### src/rtl/zmpc_pkg.sv
// ----------------------------------------------------------------------------
// Zoned motor pattern controller package
// Shared constants, command codes, the decoded operation and back-end state
// types and the duty scaling function.
// ----------------------------------------------------------------------------
`default_nettype none

package zmpc_pkg;

    localparam int MOTOR_COUNT      = 10;
    localparam int TICKS_PER_MINUTE = 60000;

    localparam int CNT_W         = $clog2(MOTOR_COUNT);
    localparam int MOTOR_INDEX_W = 4;
    localparam int PCT_W         = 7;
    localparam int MINUTES_MIN   = 5;
    localparam int MINUTES_MAX   = 120;
    localparam int MINUTES_RESET = 10;
    localparam int PCT_MAX       = 100;
    localparam int ELAPSED_W     = $clog2(MINUTES_MAX * TICKS_PER_MINUTE + 1);
    localparam int PATTERN_W     = 10;
    localparam int QUEUE_DEPTH   = 2;
    localparam int QPTR_W        = $clog2(QUEUE_DEPTH);
    localparam int QCNT_W        = $clog2(QUEUE_DEPTH + 1);

    localparam int S_TDATA_W = 24;
    localparam int S_TUSER_W = 3;
    localparam int M_TDATA_W = 32;

    localparam logic [7:0]           PRESET_NONE   = 8'd255;
    localparam logic [7:0]           PRESET_WAVE   = 8'd0;
    localparam logic [7:0]           PRESET_PULSE  = 8'd1;
    localparam logic [7:0]           PRESET_RIPPLE = 8'd2;
    localparam logic [PATTERN_W-1:0] PATTERN_READY = PATTERN_W'(600);
    localparam logic [PATTERN_W-1:0] PERIOD_WAVE   = PATTERN_W'(600);
    localparam logic [PATTERN_W-1:0] PERIOD_PULSE  = PATTERN_W'(500);
    localparam logic [PATTERN_W-1:0] PERIOD_RIPPLE = PATTERN_W'(450);

    localparam logic [PCT_W-1:0] PCT_WAVE_PEAK  = PCT_W'(80);
    localparam logic [PCT_W-1:0] PCT_WAVE_NEAR  = PCT_W'(45);
    localparam logic [PCT_W-1:0] PCT_WAVE_FAR   = PCT_W'(15);
    localparam logic [PCT_W-1:0] PCT_PULSE_ON   = PCT_W'(70);
    localparam logic [PCT_W-1:0] PCT_RIPPLE_HI  = PCT_W'(70);
    localparam logic [PCT_W-1:0] PCT_RIPPLE_LO  = PCT_W'(10);

    // pct * 255 / 100 == (pct * 255 * 5243) >> 19 for every pct up to 100.
    localparam logic [20:0] DUTY_RECIP = 21'd1336965;
    localparam int          DUTY_SHIFT = 19;

    localparam logic [2:0] CMD_OFF     = 3'd0;
    localparam logic [2:0] CMD_ALL     = 3'd1;
    localparam logic [2:0] CMD_PAIR    = 3'd2;
    localparam logic [2:0] CMD_SINGLE  = 3'd3;
    localparam logic [2:0] CMD_PATTERN = 3'd4;
    localparam logic [2:0] CMD_SESSION = 3'd5;
    localparam logic [2:0] CMD_TICK    = 3'd6;

    typedef enum logic [2:0] {
        OP_NOP,
        OP_OFF,
        OP_LEVEL,
        OP_PRESET,
        OP_TIMER,
        OP_TICK
    } op_kind_t;

    typedef struct packed {
        op_kind_t                kind;
        logic [MOTOR_COUNT-1:0]  mask;
        logic [PCT_W-1:0]        val;
        logic [7:0]              preset;
    } op_t;

    typedef enum logic {
        BK_IDLE,
        BK_EMIT
    } back_state_t;

    function automatic logic [7:0] duty_of(input logic [PCT_W-1:0] pct);
        logic [27:0] prod;
        prod = 28'(pct) * 28'(DUTY_RECIP);
        return prod[DUTY_SHIFT +: 8];
    endfunction

endpackage

`default_nettype wire

### src/rtl/zmpc_front.sv
// ----------------------------------------------------------------------------
// Zoned motor pattern controller front end
// Holds the bed address, accepts input beats and turns them into decoded
// operations for the queue.
// ----------------------------------------------------------------------------
`default_nettype none

module zmpc_front (
    input  wire logic                           aclk,
    input  wire logic                           aresetn,
    input  wire logic                           cfg_we,
    input  wire logic [7:0]                     cfg_wdata,
    input  wire logic                           s_tvalid,
    output logic                                s_tready,
    input  wire logic [zmpc_pkg::S_TDATA_W-1:0] s_tdata,
    input  wire logic [zmpc_pkg::S_TUSER_W-1:0] s_tuser,
    output logic                                op_valid,
    input  wire logic                           op_ready,
    output zmpc_pkg::op_t                       op
);
    import zmpc_pkg::*;

    logic [7:0] bed_address_reg;
    logic [7:0] bed_id;
    logic [7:0] target;
    logic [7:0] value;
    logic       bed_ok;
    logic [PCT_W-1:0] pct;
    logic [PCT_W-1:0] minutes;

    always_ff @(posedge aclk) begin
        if (!aresetn) begin
            bed_address_reg <= 8'd1;
        end else if (cfg_we) begin
            bed_address_reg <= cfg_wdata;
        end
    end

    assign bed_id   = s_tdata[7:0];
    assign target   = s_tdata[15:8];
    assign value    = s_tdata[23:16];
    assign bed_ok   = (bed_id == bed_address_reg);
    assign s_tready = op_ready;
    assign op_valid = s_tvalid;

    always_comb begin
        if (value > 8'(PCT_MAX)) begin
            pct = PCT_W'(PCT_MAX);
        end else begin
            pct = value[PCT_W-1:0];
        end
        if (value < 8'(MINUTES_MIN)) begin
            minutes = PCT_W'(MINUTES_MIN);
        end else if (value > 8'(MINUTES_MAX)) begin
            minutes = PCT_W'(MINUTES_MAX);
        end else begin
            minutes = value[PCT_W-1:0];
        end
    end

    always_comb begin
        op.kind   = OP_NOP;
        op.mask   = '0;
        op.val    = pct;
        op.preset = target;
        if (s_tuser == CMD_TICK) begin
            op.kind = OP_TICK;
        end else if (bed_ok) begin
            unique case (s_tuser)
                CMD_OFF: begin
                    op.kind = OP_OFF;
                end
                CMD_ALL: begin
                    op.kind = OP_LEVEL;
                    op.mask = '1;
                end
                CMD_PAIR: begin
                    // Out-of-range zones leave the operation as a no-op.
                    if (target < 8'(MOTOR_COUNT / 2)) begin
                        op.kind = OP_LEVEL;
                        for (int i = 0; i < MOTOR_COUNT; i++) begin
                            op.mask[i] = (8'(i >> 1) == target);
                        end
                    end
                end
                CMD_SINGLE: begin
                    if (target < 8'(MOTOR_COUNT)) begin
                        op.kind = OP_LEVEL;
                        for (int i = 0; i < MOTOR_COUNT; i++) begin
                            op.mask[i] = (8'(i) == target);
                        end
                    end
                end
                CMD_PATTERN: begin
                    op.kind = OP_PRESET;
                end
                CMD_SESSION: begin
                    op.kind = OP_TIMER;
                    op.val  = minutes;
                end
                default: begin
                    op.kind = OP_NOP;
                end
            endcase
        end
    end

endmodule

`default_nettype wire

### src/rtl/zmpc_queue.sv
// ----------------------------------------------------------------------------
// Zoned motor pattern controller operation queue
// A short first-in first-out queue of decoded operations between the front
// end and the back end.
// ----------------------------------------------------------------------------
`default_nettype none

module zmpc_queue (
    input  wire logic          aclk,
    input  wire logic          aresetn,
    input  wire logic          in_valid,
    output logic               in_ready,
    input  zmpc_pkg::op_t      in_op,
    output logic               out_valid,
    input  wire logic          out_ready,
    output zmpc_pkg::op_t      out_op
);
    import zmpc_pkg::*;

    op_t               entry_reg [QUEUE_DEPTH];
    logic [QPTR_W-1:0] wr_ptr_reg;
    logic [QPTR_W-1:0] rd_ptr_reg;
    logic [QCNT_W-1:0] count_reg;
    logic              push;
    logic              pop;

    assign in_ready  = (count_reg != QCNT_W'(QUEUE_DEPTH));
    assign out_valid = (count_reg != '0);
    assign out_op    = entry_reg[rd_ptr_reg];
    assign push      = in_valid && in_ready;
    assign pop       = out_valid && out_ready;

    function automatic logic [QPTR_W-1:0] ptr_inc(input logic [QPTR_W-1:0] p);
        return (p == QPTR_W'(QUEUE_DEPTH - 1)) ? '0 : p + 1'b1;
    endfunction

    always_ff @(posedge aclk) begin
        if (push) begin
            entry_reg[wr_ptr_reg] <= in_op;
        end
    end

    always_ff @(posedge aclk) begin
        if (!aresetn) begin
            wr_ptr_reg <= '0;
            rd_ptr_reg <= '0;
            count_reg  <= '0;
        end else begin
            if (push) begin
                wr_ptr_reg <= ptr_inc(wr_ptr_reg);
            end
            if (pop) begin
                rd_ptr_reg <= ptr_inc(rd_ptr_reg);
            end
            if (push && !pop) begin
                count_reg <= count_reg + 1'b1;
            end else if (pop && !push) begin
                count_reg <= count_reg - 1'b1;
            end
        end
    end

endmodule

`default_nettype wire

### src/rtl/zmpc_back.sv
// ----------------------------------------------------------------------------
// Zoned motor pattern controller back end
// Applies one decoded operation to the motor and session state, then sends
// one result beat per motor through a registered output stage.
// ----------------------------------------------------------------------------
`default_nettype none

module zmpc_back (
    input  wire logic                           aclk,
    input  wire logic                           aresetn,
    input  wire logic                           op_valid,
    output logic                                op_ready,
    input  zmpc_pkg::op_t                       op,
    output logic                                m_tvalid,
    input  wire logic                           m_tready,
    output logic [zmpc_pkg::M_TDATA_W-1:0]      m_tdata,
    output logic                                m_tlast
);
    import zmpc_pkg::*;

    back_state_t            state_reg;
    back_state_t            state_next;
    logic [CNT_W-1:0]       cnt_reg;
    logic [PCT_W-1:0]       drive_reg [MOTOR_COUNT];
    logic [PCT_W-1:0]       drive_next [MOTOR_COUNT];
    logic [7:0]             preset_reg;
    logic [7:0]             preset_next;
    logic [PCT_W-1:0]       minutes_reg;
    logic [PCT_W-1:0]       minutes_next;
    logic                   enabled_reg;
    logic                   enabled_next;
    logic                   session_reg;
    logic                   session_next;
    logic [ELAPSED_W-1:0]   elapsed_reg;
    logic [ELAPSED_W-1:0]   elapsed_next;
    logic [ELAPSED_W-1:0]   limit_reg;
    logic [PATTERN_W-1:0]   pat_reg;
    logic [PATTERN_W-1:0]   pat_next;
    logic [CNT_W-1:0]       step_reg;
    logic [CNT_W-1:0]       step_next;

    logic                     m_valid_reg;
    logic [MOTOR_INDEX_W-1:0] out_idx_reg;
    logic [7:0]               out_duty_reg;
    logic                     out_last_reg;
    logic                     out_run_reg;
    logic                     out_act_reg;
    logic [7:0]               out_preset_reg;
    logic [PCT_W-1:0]         out_minutes_reg;

    logic                   out_free;
    logic                   adv;
    logic                   last_load;
    logic                   pop;
    logic                   cnt_at_last;

    logic                   pattern_known;
    logic [PATTERN_W-1:0]   period;
    logic [PATTERN_W-1:0]   pat_inc;
    logic [CNT_W:0]         step_inc;
    logic [ELAPSED_W-1:0]   elapsed_inc;

    assign out_free    = !m_valid_reg || m_tready;
    assign cnt_at_last = (cnt_reg == CNT_W'(MOTOR_COUNT - 1));

    // Sequencer: next state.
    always_comb begin
        state_next = state_reg;
        unique case (state_reg)
            BK_IDLE: begin
                if (op_valid) begin
                    state_next = BK_EMIT;
                end
            end
            BK_EMIT: begin
                if (out_free && cnt_at_last && !op_valid) begin
                    state_next = BK_IDLE;
                end
            end
            default: begin
                state_next = BK_IDLE;
            end
        endcase
    end

    // Sequencer: outputs. The next operation is applied in the same cycle the
    // last result of the current one is loaded, since that load reads the old
    // state.
    always_comb begin
        adv       = 1'b0;
        last_load = 1'b0;
        unique case (state_reg)
            BK_IDLE: begin
                adv = 1'b0;
            end
            BK_EMIT: begin
                adv       = out_free;
                last_load = out_free && cnt_at_last;
            end
            default: begin
                adv = 1'b0;
            end
        endcase
        pop = op_valid && ((state_reg == BK_IDLE) || last_load);
    end

    assign op_ready = pop;

    always_comb begin
        pattern_known = 1'b1;
        unique case (preset_reg)
            PRESET_WAVE:   period = PERIOD_WAVE;
            PRESET_PULSE:  period = PERIOD_PULSE;
            PRESET_RIPPLE: period = PERIOD_RIPPLE;
            default: begin
                period        = PERIOD_WAVE;
                pattern_known = 1'b0;
            end
        endcase
    end

    assign pat_inc     = (pat_reg < PATTERN_READY) ? pat_reg + 1'b1 : pat_reg;
    assign step_inc    = {1'b0, step_reg} + 1'b1;
    assign elapsed_inc = elapsed_reg + 1'b1;

    always_comb begin
        for (int i = 0; i < MOTOR_COUNT; i++) begin
            drive_next[i] = drive_reg[i];
        end
        preset_next  = preset_reg;
        minutes_next = minutes_reg;
        enabled_next = enabled_reg;
        session_next = session_reg;
        elapsed_next = elapsed_reg;
        pat_next     = pat_reg;
        step_next    = step_reg;
        unique case (op.kind)
            OP_NOP: begin
                preset_next = preset_reg;
            end
            OP_OFF: begin
                preset_next = PRESET_NONE;
                for (int i = 0; i < MOTOR_COUNT; i++) begin
                    drive_next[i] = '0;
                end
                session_next = 1'b0;
                enabled_next = 1'b1;
            end
            OP_LEVEL: begin
                preset_next = PRESET_NONE;
                for (int i = 0; i < MOTOR_COUNT; i++) begin
                    if (op.mask[i]) begin
                        drive_next[i] = op.val;
                    end
                end
                session_next = 1'b1;
                enabled_next = 1'b1;
                elapsed_next = '0;
            end
            OP_PRESET: begin
                preset_next  = op.preset;
                step_next    = '0;
                pat_next     = PATTERN_READY;
                session_next = 1'b1;
                enabled_next = 1'b1;
                elapsed_next = '0;
            end
            OP_TIMER: begin
                minutes_next = op.val;
                if (session_reg) begin
                    elapsed_next = '0;
                end
            end
            OP_TICK: begin
                if (enabled_reg && pattern_known) begin
                    if (pat_inc >= period) begin
                        pat_next = '0;
                        for (int i = 0; i < MOTOR_COUNT; i++) begin
                            if (preset_reg == PRESET_WAVE) begin
                                if ((CNT_W + 1)'(i) == {1'b0, step_reg}) begin
                                    drive_next[i] = PCT_WAVE_PEAK;
                                end else if (((CNT_W + 1)'(i) == step_inc) ||
                                             ((CNT_W + 1)'(i + 1) == {1'b0, step_reg})) begin
                                    drive_next[i] = PCT_WAVE_NEAR;
                                end else begin
                                    drive_next[i] = PCT_WAVE_FAR;
                                end
                            end else if (preset_reg == PRESET_PULSE) begin
                                drive_next[i] = step_reg[0] ? PCT_PULSE_ON : '0;
                            end else begin
                                drive_next[i] = ((1'(i) ^ step_reg[0]) == 1'b0) ?
                                                PCT_RIPPLE_HI : PCT_RIPPLE_LO;
                            end
                        end
                        if (preset_reg == PRESET_WAVE) begin
                            step_next = (step_inc >= (CNT_W + 1)'(MOTOR_COUNT)) ?
                                        '0 : step_inc[CNT_W-1:0];
                        end else begin
                            step_next = CNT_W'(~step_reg[0]);
                        end
                    end else begin
                        pat_next = pat_inc;
                    end
                end
                if (session_reg) begin
                    elapsed_next = elapsed_inc;
                    if (elapsed_inc >= limit_reg) begin
                        enabled_next = 1'b0;
                        session_next = 1'b0;
                        for (int i = 0; i < MOTOR_COUNT; i++) begin
                            drive_next[i] = '0;
                        end
                    end
                end
            end
            default: begin
                preset_next = preset_reg;
            end
        endcase
    end

    always_ff @(posedge aclk) begin
        if (!aresetn) begin
            state_reg   <= BK_IDLE;
            cnt_reg     <= '0;
            preset_reg  <= PRESET_NONE;
            minutes_reg <= PCT_W'(MINUTES_RESET);
            enabled_reg <= 1'b1;
            session_reg <= 1'b1;
            elapsed_reg <= '0;
            limit_reg   <= ELAPSED_W'(MINUTES_RESET * TICKS_PER_MINUTE);
            pat_reg     <= PATTERN_READY;
            step_reg    <= '0;
            m_valid_reg <= 1'b0;
            for (int i = 0; i < MOTOR_COUNT; i++) begin
                drive_reg[i] <= '0;
            end
        end else begin
            state_reg <= state_next;
            // The limit follows a minutes change in the cycle after; no tick can be
            // applied that soon after the timer command.
            limit_reg <= ELAPSED_W'(minutes_reg * TICKS_PER_MINUTE);
            if (pop) begin
                cnt_reg     <= '0;
                preset_reg  <= preset_next;
                minutes_reg <= minutes_next;
                enabled_reg <= enabled_next;
                session_reg <= session_next;
                elapsed_reg <= elapsed_next;
                pat_reg     <= pat_next;
                step_reg    <= step_next;
                for (int i = 0; i < MOTOR_COUNT; i++) begin
                    drive_reg[i] <= drive_next[i];
                end
            end else if (adv) begin
                cnt_reg <= cnt_reg + 1'b1;
            end
            if (adv) begin
                m_valid_reg <= 1'b1;
            end else if (m_tready) begin
                m_valid_reg <= 1'b0;
            end
        end
    end

    always_ff @(posedge aclk) begin
        if (adv) begin
            out_idx_reg     <= MOTOR_INDEX_W'(cnt_reg);
            out_duty_reg    <= duty_of(drive_reg[cnt_reg]);
            out_last_reg    <= cnt_at_last;
            out_run_reg     <= session_reg;
            out_act_reg     <= enabled_reg;
            out_preset_reg  <= preset_reg;
            out_minutes_reg <= minutes_reg;
        end
    end

    assign m_tvalid = m_valid_reg;
    assign m_tlast  = out_last_reg;
    assign m_tdata  = {3'b000, out_minutes_reg, out_preset_reg, out_act_reg,
                       out_run_reg, out_duty_reg, out_idx_reg};

endmodule

`default_nettype wire

### src/rtl/zoned_motor_pattern_controller_unit.sv
// ----------------------------------------------------------------------------
// Zoned motor pattern controller
// Ten-motor drive level controller with manual levels, preset patterns and a
// session timer, on stream-style input and result channels.
// ----------------------------------------------------------------------------
// Each input beat is a bed command or a one-millisecond tick, and each one
// produces exactly ten result beats, one per motor in ascending order, with
// m_tlast on the tenth. The result serializer in the back end sends one motor
// per cycle while m_tready is held high, and it takes the next item only with
// the last result of the current one; each item is registered in the queue,
// applied to the back-end state when popped, and sent through the output register.
// The front end decodes and range-checks beats into a two-entry queue, so up
// to two further items are taken while results are still draining. The bed
// address register is written through cfg_we/cfg_wdata and must only change
// while no item is in flight. Duty is reported as percent * 255 / 100,
// rounded down; active_preset reads 255 while manual levels are in force.
// ----------------------------------------------------------------------------
`default_nettype none

module zoned_motor_pattern_controller_unit (
    input  wire logic                           aclk,
    input  wire logic                           aresetn,
    // Bed address register write.
    input  wire logic                           cfg_we,
    input  wire logic [7:0]                     cfg_wdata,
    // Input channel.
    input  wire logic                           s_tvalid,
    output logic                                s_tready,
    // s_tdata, low bit up: bed_id[7:0], target[15:8], value[23:16].
    input  wire logic [zmpc_pkg::S_TDATA_W-1:0] s_tdata,
    // s_tuser, low bit up: cmd[2:0].
    input  wire logic [zmpc_pkg::S_TUSER_W-1:0] s_tuser,
    // Result channel.
    output logic                                m_tvalid,
    input  wire logic                           m_tready,
    // m_tdata, low bit up: motor_index[3:0], duty[11:4], session_running[12],
    // output_active[13], active_preset[21:14], session_minutes[28:22],
    // zero[31:29].
    output logic [zmpc_pkg::M_TDATA_W-1:0]      m_tdata,
    // m_tlast: last_motor, set on the final motor of each item.
    output logic                                m_tlast
);
    import zmpc_pkg::*;

    // Decoded operations flow front -> queue -> back.
    op_t  front_op;
    logic front_valid;
    logic front_ready;
    op_t  back_op;
    logic back_valid;
    logic back_ready;

    // The front end owns the bed address and classifies every beat; commands
    // for another bed, unused codes and out-of-range targets become no-ops so
    // that they still yield their ten results.
    zmpc_front u_front (
        .aclk      (aclk),
        .aresetn   (aresetn),
        .cfg_we    (cfg_we),
        .cfg_wdata (cfg_wdata),
        .s_tvalid  (s_tvalid),
        .s_tready  (s_tready),
        .s_tdata   (s_tdata),
        .s_tuser   (s_tuser),
        .op_valid  (front_valid),
        .op_ready  (front_ready),
        .op        (front_op)
    );

    // The queue lets the front keep taking beats while the back end drains.
    zmpc_queue u_queue (
        .aclk      (aclk),
        .aresetn   (aresetn),
        .in_valid  (front_valid),
        .in_ready  (front_ready),
        .in_op     (front_op),
        .out_valid (back_valid),
        .out_ready (back_ready),
        .out_op    (back_op)
    );

    // The back end holds all motor, pattern and session state, applies each
    // popped operation to that state and then streams the per-motor results.
    zmpc_back u_back (
        .aclk      (aclk),
        .aresetn   (aresetn),
        .op_valid  (back_valid),
        .op_ready  (back_ready),
        .op        (back_op),
        .m_tvalid  (m_tvalid),
        .m_tready  (m_tready),
        .m_tdata   (m_tdata),
        .m_tlast   (m_tlast)
    );

endmodule

`default_nettype wire

### config.mk
export PLATFORM = sky130hd
export DESIGN_NAME = zoned_motor_pattern_controller_unit
export DESIGN_NICKNAME = d
export VERILOG_FILES = /design/src/rtl/zmpc_pkg.sv /design/src/rtl/zmpc_front.sv /design/src/rtl/zmpc_queue.sv /design/src/rtl/zmpc_back.sv /design/src/rtl/zoned_motor_pattern_controller_unit.sv
export SDC_FILE = /design/constraint.sdc
export NUM_CORES = 1
export LEC_CHECK = 0
export CAP_MARGIN = 10
export CORE_ASPECT_RATIO = 2
export CORE_MARGIN = 5
export CORE_UTILIZATION = 50
export CTS_BUF_LIST = sky130_fd_sc_hd__clkbuf_4 sky130_fd_sc_hd__clkbuf_8 sky130_fd_sc_hd__clkbuf_16
export DETAILED_ROUTE_END_ITERATION = 12
export DONT_BUFFER_PORTS = 1
export PLACE_DENSITY = 0.71
export SYNTH_ARGS = -nofsm -noshare
export SYNTH_HDL_FRONTEND = slang
export SYNTH_SLANG_ARGS = --single-unit
### constraint.sdc
create_clock -name aclk -period 5.92 [get_ports aclk]
set_input_delay 0.296 -clock aclk [delete_from_list [all_inputs] [get_ports aclk]]
set_output_delay 0.296 -clock aclk [all_outputs]
set_load 0.01 [all_outputs]
==> flow_summary.yaml <==
outcome:
  outcome: "finished clean"
place:
  dp_slack_ps: 255
  place_congestion: 0.950
  dpl.hpwl_um: 32700
  portBuffers: 0
critical_path:
  critPathRequiredTime_ps: 6210
  worstSetupStartpointType: "flip-flop"
  max_stage_delay_ps: 540
  rrSetupSlack_ps: 330
  crit_path_top_delay_cell: "mux4_2"
  cp.arrival_ps: 5880
  path_max_fanout: 19
  crit_type: "flip-flop to flip-flop"
  reg2reg_to: "u_back.out_duty_reg[7]"
  reg2regPathDepth: 22
  crit_chain: "buf_12 > mux4_2 > mux2_2 > o21ai_1 > inv_1 > ha_1 > inv_1 > fa_1 > inv_1 > ha_1 > inv_1 > fa_1 > inv_1 > ha_1 > nand4_1 > nor3_1 > a211oi_1 > a21oi_1 > o311ai_1 > nand4b_1 > a21oi_1 > xnor2_1"
  end_kind: "flip-flop"
  critPathMostFrequentCell: "inv_1"
global_route:
  grt_use_total_pct: 24.4
  grt-busiest-layer: "met2"
  use_met3_pct: 3.47
  gr-usage-met2_pct: 46.8
  grt_max_degree: 78
  grt_pass1_wl_um: 67600
  grt_pass1_vias: 12713
  grt_antenna_before_repair: 0
  grtUsageMet1_pct: 21.6
  grt-ovfl-total: 0
power_and_ir_drop:
  switching_share_pct: 38.1
  leakage_nw: 7.06
  seqPwrFrac_pct: 33.9
  p_per_area_nw_per_um2: 423
  p_clk_share_pct: 23.0
  vdd_drop_max_uv: 270
  share_comb_of_total_power_pct: 43.1
  fin_total_pwr_w: 0.00741
  power.net_switching_w: 0.00282
  p_int_w: 0.00459
synthesis:
  yosysSeqAreaShare_pct: 41.2
  ys_ff_latch: 251
  ys.flop_type: "edfxtp_1"
  synth-compound-area-share_pct: 14.3
  synth-edff-count: 156
  syn_area_per_cell_um2: 9.74
  syn_inst: 1643
  synth_xor_xnor_area_share_pct: 3.50
  netlist_area_um2: 16000
  postSynth.asyncResetShare_pct: 0
  yosys.cell_types.count: 69
  synthAdderAreaFrac_pct: 15.0
  synth-simple-area-share_pct: 16.0
  synth_top_family_by_area: "simple AND/OR/NAND/NOR gates"
  synth_mux_area_share_pct: 4.69
  yosysWarnings: 0
sta:
  tightest_slew_ps: 1220
  drv_slew: 0
  grt_setup_unrepaired: "no"
  slew_headroom_pct: 17.8
  hold_ws_ps: 30.1
  fin_crit_sh_pct: 94.4
  finClkSkew_ps: 14.5
  finalHoldViolations: 0
  post-route-min-period_ps: 5590
  max_freq_mhz: 179
  setup_violations: 0
  tns_ps: 0
  setup_ws_ps: 330
clocking:
  clk_pin_slew_ps: 70
  cts_sinks: 251
  h-tree-depth: 1
  cts_buffers: 24
  postCtsSetupBuffers: 0
  clk_latency_ps: 540
  root_buffer: "clkbuf_16"
  cts_tree: "yes"
  cts_buffer_depth: 3
cells_and_area:
  antenna_cells: 0
  syn_to_final_growth_pct: 9.52
  largest_reg_flops: 70
  final_nets: 1856
  final_cell_mix: "edfxtp_1, ha_1, nand2_1"
  final_common_cell: "edfxtp_1"
  drive_gt1_share_pct: 6.81
hold_path:
  holdPathEnd: "u_back.limit_reg[22]"
  hold_depth: 3
  hp-class: "primary input to flip-flop"
  min_from: "aresetn"
floorplan:
  num_rows: 92
  core_area_um2: 31500
  die-area_um2: 35900
  io_pins: 75
  die_x_um: 136
  initial_core_util_pct: 50.7
  die_h_um: 263
drt:
  wirelength_um: 43700
  drt-initial-drc-count: 753
  wire_per_inst_um: 21.0
  firstDrtPassIters: 6
  antenna_left: 0
  drc_errors: 0
  via_per_inst: 5.93
  vias: 12343
run:
  maxCapViolCount: 0
## cells by family (layout without fill, tap and decap cells)
logic type	Yosys count	after routing
compound gates	388	388
xor+xnor	64	64
fa+ha+maj	174	174
buf+inv	195	210
flops	251	251
mux	59	59
other cells	1	3
simple gates	511	511
## layer usage
| layer | vias to the layer above | share of wire (%) |
|---|---|---|
| met5 | - | 0 |
| met4 | 0 | 9.9 |
| met3 | 212 | 4.3 |
| met2 | 414 | 55 |
| met1 | 5851 | 31 |
| li1 | 5866 | - |
## per-stage QoR
stage	cells	utilization, %	cell area (µm²)
2_1_floorplan	1645	-	16000
3_3_place_gp	2009	51.7	16300
3_5_place_dp	2009	51.7	16300
4_1_cts	2082	55.5	17500
5_1_grt	2083	55.5	17500
6_report	2083	55.5	17500
## worst max-delay path: cells and delay by family, from the launching register on
kind | cells | cell delay (ps)
adders and majority gates | 5 | 1920
muxes | 2 | 810
xor gates and xnor gates | 1 | 120
buffers and inverters | 6 | 570
AOI/OAI and AO/OA | 5 | 910
and+or+nand+nor | 3 | 640
DFF | 1 | 360
## layout make-up
type                            instances  area [µm²]
Clock inverter                          9         111
Inverter                              116         435
Tap cell                              423         529
Clock buffer                           35         772
Fill cell                            2844       14000
Timing Repair Buffer                   50         488
Sequential cell                       251        6590
Multi-Input combinational cell       1199        8590
## synth_stat cells (17+ instances only)
library cell / instances / share of area (%)
xnor2_1: 39 / 2.1
o21ai_0: 101 / 3.2
clkbuf_1: 47 / 1.1
ha_1: 145 / 11
nor3b_1: 22 / 1.0
o21ai_1: 26 / 0.81
and2_1: 19 / 0.74
a31oi_1: 17 / 0.66
edfxtp_1: 156 / 29
nand3_1: 30 / 0.94
a211oi_1: 37 / 1.7
xor2_1: 25 / 1.4
nor2_1: 125 / 2.9
fa_1: 29 / 3.6
inv_1: 115 / 2.7
nand2_1: 129 / 3.0
mux2i_1: 39 / 2.4
nor2b_1: 56 / 2.2
dfxtp_1: 95 / 12
nor3_1: 47 / 1.5
a21oi_1: 124 / 3.9
## worst max path at each step
| stage | end | depth (start not counted) |
|---|---|---|
| finish | u_back.out_duty_reg[7] | 22 |
| global route | u_back.out_duty_reg[7] | 20 |
| CTS | u_back.out_duty_reg[7] | 22 |
| detailed placement | u_back.out_duty_reg[7] | 22 |
| global placement | u_back.out_duty_reg[7] | 18 |
| floorplan | u_back.out_duty_reg[7] | 23 |
## what timing repair did
action	in CTS	in global routing
hold buffers	29	0
hold endpoints to repair	101	0
resized for setup	0	3
endpoints found under the setup margin	0	1
## power by group through the flow
stage / clock network [W] / logic, W / registers, W
after floorplan: 0 / 0.00233 / 0.00242
after global placement: 0 / 0.00303 / 0.00254
after detailed placement: 0 / 0.00313 / 0.00255
after CTS: 0.00173 / 0.00320 / 0.00251
after global routing: 0.00180 / 0.00361 / 0.00255
final: 0.00171 / 0.00319 / 0.00251
Power figures use the tool's default switching activity.
